## config.mk

```make
export PLATFORM = sky130hd
export DESIGN_NAME = stick_to_camera_remapper_top
export DESIGN_NICKNAME = d
export VERILOG_FILES = /design/src/design/stcr_pkg.sv /design/src/design/stick_to_camera_remapper_top.sv
export SDC_FILE = /design/constraint.sdc
export NUM_CORES = 1
export LEC_CHECK = 0
export ABC_AREA = 1
export BUFFER_PORTS_ARGS = -buffer_cell sky130_fd_sc_hd__clkbuf_2
export CAP_MARGIN = 20
export CORE_ASPECT_RATIO = 1.75
export CORE_UTILIZATION = 30
export CTS_BUF_LIST = sky130_fd_sc_hd__clkbuf_8 sky130_fd_sc_hd__clkbuf_16
export CTS_CLUSTER_SIZE = 14
export DETAILED_ROUTE_END_ITERATION = 12
export RECOVER_POWER = 100
export SLEW_MARGIN = 10
export SYNTH_ARGS = -nofsm -noshare
export SYNTH_HDL_FRONTEND = slang
export SYNTH_SLANG_ARGS = --single-unit
export TNS_END_PERCENT = 30
```

## constraint.sdc

```tcl
create_clock -name i_clk -period 6.61 [get_ports i_clk]
set_input_delay 0.9915 -clock i_clk [delete_from_list [all_inputs] [get_ports i_clk]]
set_output_delay 0.9915 -clock i_clk [all_outputs]
set_load 0.05 [all_outputs]
```

## src/design/stcr_pkg.sv

```systemverilog
// Package: item types and constants for the stick to camera remapper.
`default_nettype none

package stcr_pkg;

    typedef struct packed {
        logic [31:0] now_time;
        logic [31:0] buttons_in;
        logic [7:0]  left_x_in;
        logic [7:0]  left_y_in;
        logic [7:0]  right_x_in;
        logic [7:0]  right_y_in;
    } t_in_item;

    typedef struct packed {
        logic [31:0] buttons_out;
        logic [7:0]  left_x_out;
        logic [7:0]  left_y_out;
        logic [7:0]  right_x_out;
        logic [7:0]  right_y_out;
    } t_out_item;

    localparam int unsigned CFG_DATA_W = 31;
    localparam int unsigned CFG_IDX_W  = 3;
    localparam int unsigned MAP_W      = 17;

    localparam logic [CFG_IDX_W-1:0] CFG_TRIGGER_MASK_A = 3'd0;
    localparam logic [CFG_IDX_W-1:0] CFG_TRIGGER_MASK_B = 3'd1;
    localparam logic [CFG_IDX_W-1:0] CFG_MOVE_DELAY     = 3'd2;
    localparam logic [CFG_IDX_W-1:0] CFG_MAP_RIGHT      = 3'd3;
    localparam logic [CFG_IDX_W-1:0] CFG_MAP_LEFT       = 3'd4;
    localparam logic [CFG_IDX_W-1:0] CFG_MAP_UP         = 3'd5;
    localparam logic [CFG_IDX_W-1:0] CFG_MAP_DOWN       = 3'd6;
    localparam logic [CFG_IDX_W-1:0] CFG_DEADZONE       = 3'd7;

    localparam logic signed [MAP_W-1:0] MAP_SRC_UP    = -17'sd1;
    localparam logic signed [MAP_W-1:0] MAP_SRC_DOWN  = -17'sd2;
    localparam logic signed [MAP_W-1:0] MAP_SRC_LEFT  = -17'sd3;
    localparam logic signed [MAP_W-1:0] MAP_SRC_RIGHT = -17'sd4;

    localparam logic [7:0] CENTRE       = 8'd127;
    localparam logic [7:0] FULL         = 8'd255;
    localparam logic [6:0] DEADZONE_RST = 7'd32;

endpackage

`default_nettype wire

```

## src/design/stick_to_camera_remapper_top.sv

```systemverilog
// Top level: right stick to camera remapper, one sample per unstalled cycle.
//
// Usage:
//   Input channel i_in_valid / o_in_stall / i_in_item carries one gamepad
//   sample with its timestamp; an item is taken at an edge where valid is
//   high and stall is low. Output channel o_out_valid / i_out_stall /
//   o_out_item returns one result item per sample, in order.
//   Each sample passes the input register, then the result register.
//   Throughput: one item per cycle while the receiver does not stall.
//   Configuration: i_cfg_we writes i_cfg_data into register i_cfg_index
//   (trigger masks, move delay, four direction maps, deadzone); the user
//   must write only while idle, and the block does not enforce it.
//   Reset: both stages empty, last centred time zero, registers at their
//   reset values (deadzone 32, others zero).
//   Receiver stall: the result register holds; the input register holds
//   when it cannot move forward, and then o_in_stall rises.
`default_nettype none

module stick_to_camera_remapper_top (
    input  wire                                   i_clk,
    input  wire                                   i_rst_n,
    input  wire                                   i_in_valid,
    output logic                                  o_in_stall,
    input  stcr_pkg::t_in_item                    i_in_item,
    output logic                                  o_out_valid,
    input  wire                                   i_out_stall,
    output stcr_pkg::t_out_item                   o_out_item,
    input  wire                                   i_cfg_we,
    input  wire  [stcr_pkg::CFG_IDX_W-1:0]        i_cfg_index,
    input  wire  [stcr_pkg::CFG_DATA_W-1:0]       i_cfg_data
);

    logic [15:0]                         r_mask_a;
    logic [15:0]                         r_mask_b;
    logic [30:0]                         r_move_delay;
    logic signed [stcr_pkg::MAP_W-1:0]   r_map_right;
    logic signed [stcr_pkg::MAP_W-1:0]   r_map_left;
    logic signed [stcr_pkg::MAP_W-1:0]   r_map_up;
    logic signed [stcr_pkg::MAP_W-1:0]   r_map_down;
    logic [6:0]                          r_deadzone;

    logic                 r_s1_valid;
    stcr_pkg::t_in_item   r_s1_item;
    logic                 r_out_valid;
    stcr_pkg::t_out_item  r_out_item;
    logic [31:0]          r_last;

    logic                 w_out_ready;
    logic                 w_s1_ready;
    logic                 w_s2_load;

    logic [7:0]           w_rx;
    logic [7:0]           w_ry;
    logic [7:0]           w_hi;
    logic [7:0]           w_lo;
    logic                 w_centred;
    logic                 w_deflected;
    logic [31:0]          w_last_eff;
    logic [31:0]          w_target;
    logic                 w_delay_ok;
    logic [31:0]          n_last;
    stcr_pkg::t_out_item  n_out_item;

    function automatic logic f_is_mask(input logic signed [stcr_pkg::MAP_W-1:0] map);
        f_is_mask = !map[stcr_pkg::MAP_W-1] && (map != '0);
    endfunction

    function automatic logic [7:0] f_axis(
        input logic signed [stcr_pkg::MAP_W-1:0] map,
        input logic                              inv,
        input logic [7:0]                        rx,
        input logic [7:0]                        ry,
        input logic [7:0]                        lo,
        input logic [7:0]                        hi,
        input logic [7:0]                        axis
    );
        logic [7:0] res;
        res = axis;
        unique case (map)
            stcr_pkg::MAP_SRC_UP: begin
                if (ry <= lo) res = inv ? ry : stcr_pkg::FULL - ry;
            end
            stcr_pkg::MAP_SRC_DOWN: begin
                if (ry >= hi) res = inv ? stcr_pkg::FULL - ry : ry;
            end
            stcr_pkg::MAP_SRC_LEFT: begin
                if (rx <= lo) res = inv ? rx : stcr_pkg::FULL - rx;
            end
            stcr_pkg::MAP_SRC_RIGHT: begin
                if (rx >= hi) res = inv ? stcr_pkg::FULL - rx : rx;
            end
            default: begin
                res = axis;
            end
        endcase
        f_axis = res;
    endfunction

    function automatic logic [31:0] f_btn(
        input logic signed [stcr_pkg::MAP_W-1:0] map,
        input logic                              cond
    );
        f_btn = (f_is_mask(map) && cond) ? {16'h0000, map[15:0]} : 32'h0000_0000;
    endfunction

    // Configuration registers
    always_ff @(posedge i_clk) begin
        if (!i_rst_n) begin
            r_mask_a     <= '0;
            r_mask_b     <= '0;
            r_move_delay <= '0;
            r_map_right  <= '0;
            r_map_left   <= '0;
            r_map_up     <= '0;
            r_map_down   <= '0;
            r_deadzone   <= stcr_pkg::DEADZONE_RST;
        end else if (i_cfg_we) begin
            unique case (i_cfg_index)
                stcr_pkg::CFG_TRIGGER_MASK_A: r_mask_a     <= i_cfg_data[15:0];
                stcr_pkg::CFG_TRIGGER_MASK_B: r_mask_b     <= i_cfg_data[15:0];
                stcr_pkg::CFG_MOVE_DELAY:     r_move_delay <= i_cfg_data[30:0];
                stcr_pkg::CFG_MAP_RIGHT:      r_map_right  <= i_cfg_data[16:0];
                stcr_pkg::CFG_MAP_LEFT:       r_map_left   <= i_cfg_data[16:0];
                stcr_pkg::CFG_MAP_UP:         r_map_up     <= i_cfg_data[16:0];
                stcr_pkg::CFG_MAP_DOWN:       r_map_down   <= i_cfg_data[16:0];
                stcr_pkg::CFG_DEADZONE:       r_deadzone   <= i_cfg_data[6:0];
                default: begin
                end
            endcase
        end
    end

    // Handshake
    assign w_out_ready = !r_out_valid || !i_out_stall;
    assign w_s1_ready  = !r_s1_valid || w_out_ready;
    assign w_s2_load   = r_s1_valid && w_out_ready;
    assign o_in_stall  = !w_s1_ready;
    assign o_out_valid = r_out_valid;
    assign o_out_item  = r_out_item;

    // Input register
    always_ff @(posedge i_clk) begin
        if (!i_rst_n) begin
            r_s1_valid <= 1'b0;
        end else if (w_s1_ready) begin
            r_s1_valid <= i_in_valid;
        end
    end

    always_ff @(posedge i_clk) begin
        if (w_s1_ready && i_in_valid) begin
            r_s1_item <= i_in_item;
        end
    end

    // Remap logic
    assign w_rx        = r_s1_item.right_x_in;
    assign w_ry        = r_s1_item.right_y_in;
    assign w_hi        = stcr_pkg::CENTRE + {1'b0, r_deadzone};
    assign w_lo        = stcr_pkg::CENTRE - {1'b0, r_deadzone};
    assign w_centred   = (w_rx <= w_hi) && (w_rx > w_lo) && (w_ry <= w_hi) && (w_ry > w_lo);
    assign w_deflected = (w_rx >= w_hi) || (w_rx < w_lo) || (w_ry >= w_hi) || (w_ry < w_lo);
    assign w_last_eff  = w_centred ? r_s1_item.now_time : r_last;
    assign w_target    = w_last_eff + {1'b0, r_move_delay};
    assign w_delay_ok  = r_s1_item.now_time >= w_target;
    assign n_last      = w_last_eff;

    always_comb begin
        n_out_item.buttons_out = r_s1_item.buttons_in;
        n_out_item.left_x_out  = r_s1_item.left_x_in;
        n_out_item.left_y_out  = r_s1_item.left_y_in;
        n_out_item.right_x_out = stcr_pkg::CENTRE;
        n_out_item.right_y_out = stcr_pkg::CENTRE;
        if (w_deflected) begin
            n_out_item.buttons_out = n_out_item.buttons_out | {16'h0000, r_mask_a | r_mask_b};
            if (w_delay_ok) begin
                n_out_item.buttons_out = n_out_item.buttons_out
                    | f_btn(r_map_right, w_rx >= w_hi)
                    | f_btn(r_map_left,  w_rx <= w_lo)
                    | f_btn(r_map_up,    w_ry <= w_lo)
                    | f_btn(r_map_down,  w_ry >= w_hi);
                n_out_item.left_x_out = f_axis(r_map_right, 1'b0, w_rx, w_ry, w_lo, w_hi,
                                               n_out_item.left_x_out);
                n_out_item.left_x_out = f_axis(r_map_left, 1'b1, w_rx, w_ry, w_lo, w_hi,
                                               n_out_item.left_x_out);
                n_out_item.left_y_out = f_axis(r_map_up, 1'b1, w_rx, w_ry, w_lo, w_hi,
                                               n_out_item.left_y_out);
                n_out_item.left_y_out = f_axis(r_map_down, 1'b0, w_rx, w_ry, w_lo, w_hi,
                                               n_out_item.left_y_out);
            end
        end
    end

    // Result register and centred time
    always_ff @(posedge i_clk) begin
        if (!i_rst_n) begin
            r_out_valid <= 1'b0;
            r_last      <= '0;
        end else begin
            if (w_out_ready) begin
                r_out_valid <= r_s1_valid;
            end
            if (w_s2_load) begin
                r_last <= n_last;
            end
        end
    end

    always_ff @(posedge i_clk) begin
        if (w_s2_load) begin
            r_out_item <= n_out_item;
        end
    end

endmodule

`default_nettype wire
```

-- Word level (Yosys, flattened, before mapping)
Index checks and enable logic that the tools add are counted.
- register bits after elaboration: 316
- input port bits: 135
- logic and storage cells: 131
- mux-type cells: 27
- reductions and logical operators: 39
- bitwise logic cells: 6
- add/sub/neg operators: 5
- eq/ne operators: 23
- magnitude comparators: 11
- operator list (cell ; count):
    equality test 17 bit (second input constant) ; 16
    OR 32 x 16 -> 32 bit ; 5
    2-to-1 mux 8 bit ; 16
    case mux 8 bit (4 select lines) ; 4
    2-to-1 mux 48 bit ; 2
    nonzero test 17 bit ; 4
    2-to-1 mux 16 bit ; 4
    adder 32 x 31 -> 32 bit ; 1
    greater-or-equal comparator 32 bit ; 1
    <= comparator 8 bit ; 4
    2-to-1 mux 32 bit ; 1
    greater-or-equal comparator 8 bit ; 2
    > comparator 8 bit ; 2
    less-than comparator 8 bit ; 2
    OR 16 bit ; 1
    AND reduction 2 bit ; 8
    subtractor 8 bit (first input constant) ; 2
    logical AND 1 bit ; 13
    equality test 3 bit (second input constant) ; 4
    adder 7 x 7 -> 8 bit (first input constant) ; 1
    logical NOT 1 bit ; 8
    subtractor 7 x 7 -> 8 bit (first input constant) ; 1
    equality test 3 x 2 -> 1 bit (second input constant) ; 2
    logical OR 1 bit ; 5
    other kinds (2) ; 2

-- Longest topological paths before layout
- word-level depth: 10
- mapped depth: 47

-- Worst setup path after synthesis
OpenSTA, ideal clock, no wires.
- path kind: register to register
- start: register r_deadzone[1]
- end: register r_out_item (netlist bit o_out_item[23]) (data pin)
- buffers on the path: 3
- setup slack: 0.687 ns
- cell stages (with the launch flop): 43
- period minus slack after synthesis: 5.923 ns
- arrival: 5.667 ns
- setup time: 0.256 ns
- cell sequence: dfxtp_1 > inv_1 > ha_1 > xnor2_1 > ha_1 > nand2_1 > o21ai_0 > nand3_4 > nand2_1 > a21oi_1 > nand3_2 > buf_2 > nor2_1 > a21oi_1 > ha_1 > nand3_1 > nand3_1 > a21oi_1 > [7 not listed] > a21oi_1 > o21ai_0 > nand2_1 > nand2_1 > ha_1 > nand2_1 > nor2_1 > nand2_1 > nor4_1 > nand2_1 > nand2_1 > a31oi_1 > nor2_1 > inv_2 > buf_4 > buf_6 > nand2_1 > nand2_1
- RTL lines (what ; line ; text):
    from (decl) ; stick_to_camera_remapper_top.sv:40 ; logic [6:0] r_deadzone;
    from (signal assigned) ; stick_to_camera_remapper_top.sv:116 ; r_deadzone <= stcr_pkg::DEADZONE_RST;
    from (signal assigned) ; stick_to_camera_remapper_top.sv:126 ; stcr_pkg::CFG_DEADZONE: r_deadzone <= i_cfg_data[6:0];
    to (signal assigned) ; stick_to_camera_remapper_top.sv:211 ; r_out_item <= n_out_item;
    to (decl) ; stick_to_camera_remapper_top.sv:45 ; stcr_pkg::t_out_item r_out_item;

==> impl_metrics.tcl <==
set metrics [dict create \
    dp_hpwl_mm 45.6 \
    power.leakage_nw 8.92 \
    viasPerCell 5.03 \
    hold_violations 0 \
    final_cell_mix "nand2_1, nor2_1, inv_1, a21oi_1, o21ai_0" \
    rr_startpoint "r_deadzone[1]" \
    layout_commonest_cell "nand2_1" \
    max-cap-violations 4 \
    rows 117 \
    syn_avg_cell_area_sq_um 7.62 \
    die_h_um 325 \
    r2r-end "o_out_item[34]" \
    cts_tree "done" \
    reg2reg_depth 35 \
    synth_top_cell_by_area "edfxtp_1" \
    critPathBufInv 5 \
    seq_power_share_pct 41.3 \
    cts_buffers 36 \
    clock_path_buffers 3 \
    clock_skew_ns 0.0302 \
    p_int_w 0.00369 \
    layout_min_cycle_time_ns 6.14 \
    min_from "r_s1_item[54]" \
    relSlewSlack_pct -187 \
    synth_seq_cells 316 \
    antenna_left 0 \
    fin_crit_sh_pct 92.9 \
    worst_slew_pin_slew_ns 4.30 \
    grt_pass1_vias 16300 \
    hp-class "flop to flop" \
    crit_required_ns 7.02 \
    drtPass1Iterations 6 \
    ys_types 52 \
    drt_iter0_drc 1437 \
    synth-async-reset-ratio_pct 0 \
    cpMostUsedCell "nand2_1" \
    critPathArrivalTime_ns 6.55 \
    synth-edff-count 144 \
    htree_num_levels 2 \
    antenna_cells 0 \
    fmax_ghz 0.163 \
    dp.cells 3276 \
    area_growth_pct 18.0 \
    fillers 6226 \
    drc 0 \
    rsz0062_at_grt "false" \
    fin_cells 3345 \
    hold_depth 0 \
    synth_top_area_share_pct 24.2 \
    synthTopCellsByArea "edfxtp_1, dfxtp_1, nand2_1, a21oi_1, nor2_1" \
    initial_core_util_pct 30.5 \
    synth-main-ff-cell "dfxtp_1" \
    antenna_found_initial 1 \
    synthesis.area_sq_um 17800 \
    clk_pin_slew_ns 0.06 \
    setup-violations-final 0 \
    slowest_stage "dfxtp_1" \
    die_w_um 186 \
    fin_nets 2769 \
    timing.setup.tns_ns 0 \
    io_pins 201 \
    port_buffers 184 \
    p_sw_share_pct 31.6 \
    worst_skew_pair.late_latency_ns 0.57 \
    timing.reg2reg.setup_slack_ns 0.47 \
    failed_checks "max-capacitance violations, max-slew violations" \
    critical_path_class "flop to flop" \
    power_frac_comb_pct 20.7 \
    power_switching_w 0.00171 \
    maxSlewViolCount 249 \
    syn_inst 2340 \
    grt.total_usage_pct 20.1 \
    p_clk_share_pct 38.0 \
    critical-path-top-delay-family "simple AND/OR/NAND/NOR gates" \
    whs_endpoint "o_out_item[54]" \
    hold_buffers 0 \
    grt_overflow_total 0 \
    ys_warn_count 0 \
    peakVddDrop_mv 0.247 \
    outcome "complete, but fails checks" \
    root_buffer "clkbuf_16" \
    grt_max_degree 118 \
    cp_num_cells 35 \
    gp_congestion 0.986 \
    wl_mm 61.9 \
    power_density_nw_per_um2 256 \
    avgRoutedWirePerCell_um 18.5 \
    critPathCaptureType "flop" \
    yosysSeqAreaShare_pct 43.5 \
    critPathMaxFanout 35 \
    die_area_sq_um 60500 \
    cp_slowest_stage_delay_ns 0.32 \
    vias 16800 \
    critPathLaunchType "flop" \
    grt_pass1_wl_mm 93.7 \
    core-area_sq_um 58400 \
    layout-drive-gt1-share_pct 11.3 \
    clock-sinks 316 \
]
==> Yosys cell counts, types with 6 or more instances <==
library cell and instances:
nand2_1 392, nor2_1 318, a21oi_1 266, inv_1 259
dfxtp_1 172, o21ai_0 162, edfxtp_1 144, nand3_1 142
ha_1 88, clkbuf_1 58, nand4_1 55, o21ai_1 55
nor4_1 29, nor3_1 27, buf_4 22, buf_2 20
xor2_1 17, o22ai_1 15, xnor2_1 15, nand2_2 13
o211ai_1 6
==> how the worst max path moves through the flow <==
stage / start / end / slack, ns
4_1_cts: r_deadzone[1] / o_out_item[35] / 0.04
6_report: r_deadzone[1] / o_out_item[34] / 0.47
5_1_grt: r_deadzone[0] / o_out_item[34] / 0.02
3_3_place_gp: r_deadzone[1] / o_out_item[38] / 0.15
3_5_place_dp: r_deadzone[1] / o_out_item[35] / 0.04
2_1_floorplan: r_deadzone[1] / o_out_item[23] / 0.69
==> worst reg2reg max path, delay by kind of cell, from the launching register on <==
kind,cells,cell delay (ns)
AND/OR/NAND/NOR,16,2.02
XOR/XNOR,2,0.28
flip-flops,1,0.32
buffers and inverters,5,0.84
adder cells (fa/ha/maj),3,0.93
AO/OA/AOI/OAI,9,1.58
==> final cells by class <==
| cell class | count | area [sq um] | area share, % |
|---|---|---|---|
| clock buffer | 43 | 1030 | 4.90 |
| clock inverter | 22 | 185 | 0.880 |
| inverter | 265 | 1020 | 4.86 |
| multi-input combinational | 1669 | 8680 | 41.2 |
| sequential | 316 | 7770 | 36.9 |
| tap | 773 | 967 | 4.59 |
| timing repair buffer | 256 | 1390 | 6.60 |
| timing repair inverter | 1 | 8.76 | 0.0416 |
==> layer usage <==
layer  share of wire (%)  up-vias  track usage (%)
li1                    -     8291                -
met1                  35     7719             19.6
met2                  55      616             39.8
met3                 5.3      190             3.05
met4                 5.6        2             10.8
met5               0.021        -                0
==> flip-flops by register name (all words and copies together) (netlist names) <==
signal,flops
r_map_left,17
r_s1_valid,1
o_out_valid,1
r_mask_a,16
o_out_item,48
r_map_right,17
r_mask_b,16
r_move_delay,31
r_s1_item,80
r_deadzone,7
w_ry,8
r_map_down,17
r_map_up,17
r_last,32
w_rx,8
==> cell families after synthesis <==
group | Yosys count | share of synthesized area (%)
compound gates | 539 | 15.9
xor+xnor | 32 | 1.57
fa+ha+maj | 89 | 6.28
buf+inv | 369 | 8.50
flops | 316 | 43.5
other cells | 2 | 0.0421
simple gates | 993 | 24.1
==> per-stage QoR <==
stage                     hold slack (ns)  instance area (sq um)  setup slack [ns]  util, %  power, W
after CTS                           0.396                  21000            0.0369     36.0   0.00542
after detailed placement            0.405                  19800            0.0411     34.0   0.00335
final                               0.405                  21100             0.470     36.0   0.00540
after global routing                0.406                  21100            0.0204     36.0   0.00566
after floorplan                     0.400                  17900             0.687        -   0.00300
after global placement              0.401                  19800             0.152     34.0   0.00334
==> power groups by stage <==
stage / clock, W / combinational (W) / sequential [W]
final: 0.00205 / 0.00112 / 0.00223
after floorplan: 0 / 0.000684 / 0.00232
after CTS: 0.00211 / 0.00108 / 0.00223
after global placement: 0 / 0.00107 / 0.00227
after global routing: 0.00218 / 0.00124 / 0.00224
after detailed placement: 0 / 0.00108 / 0.00227
==> what timing repair did <==
action                     4_1_cts  5_1_grt
resized for setup                0       28
buffers inserted                 0        2
setup endpoints to repair        0       31
Power figures use the tool's default switching activity.
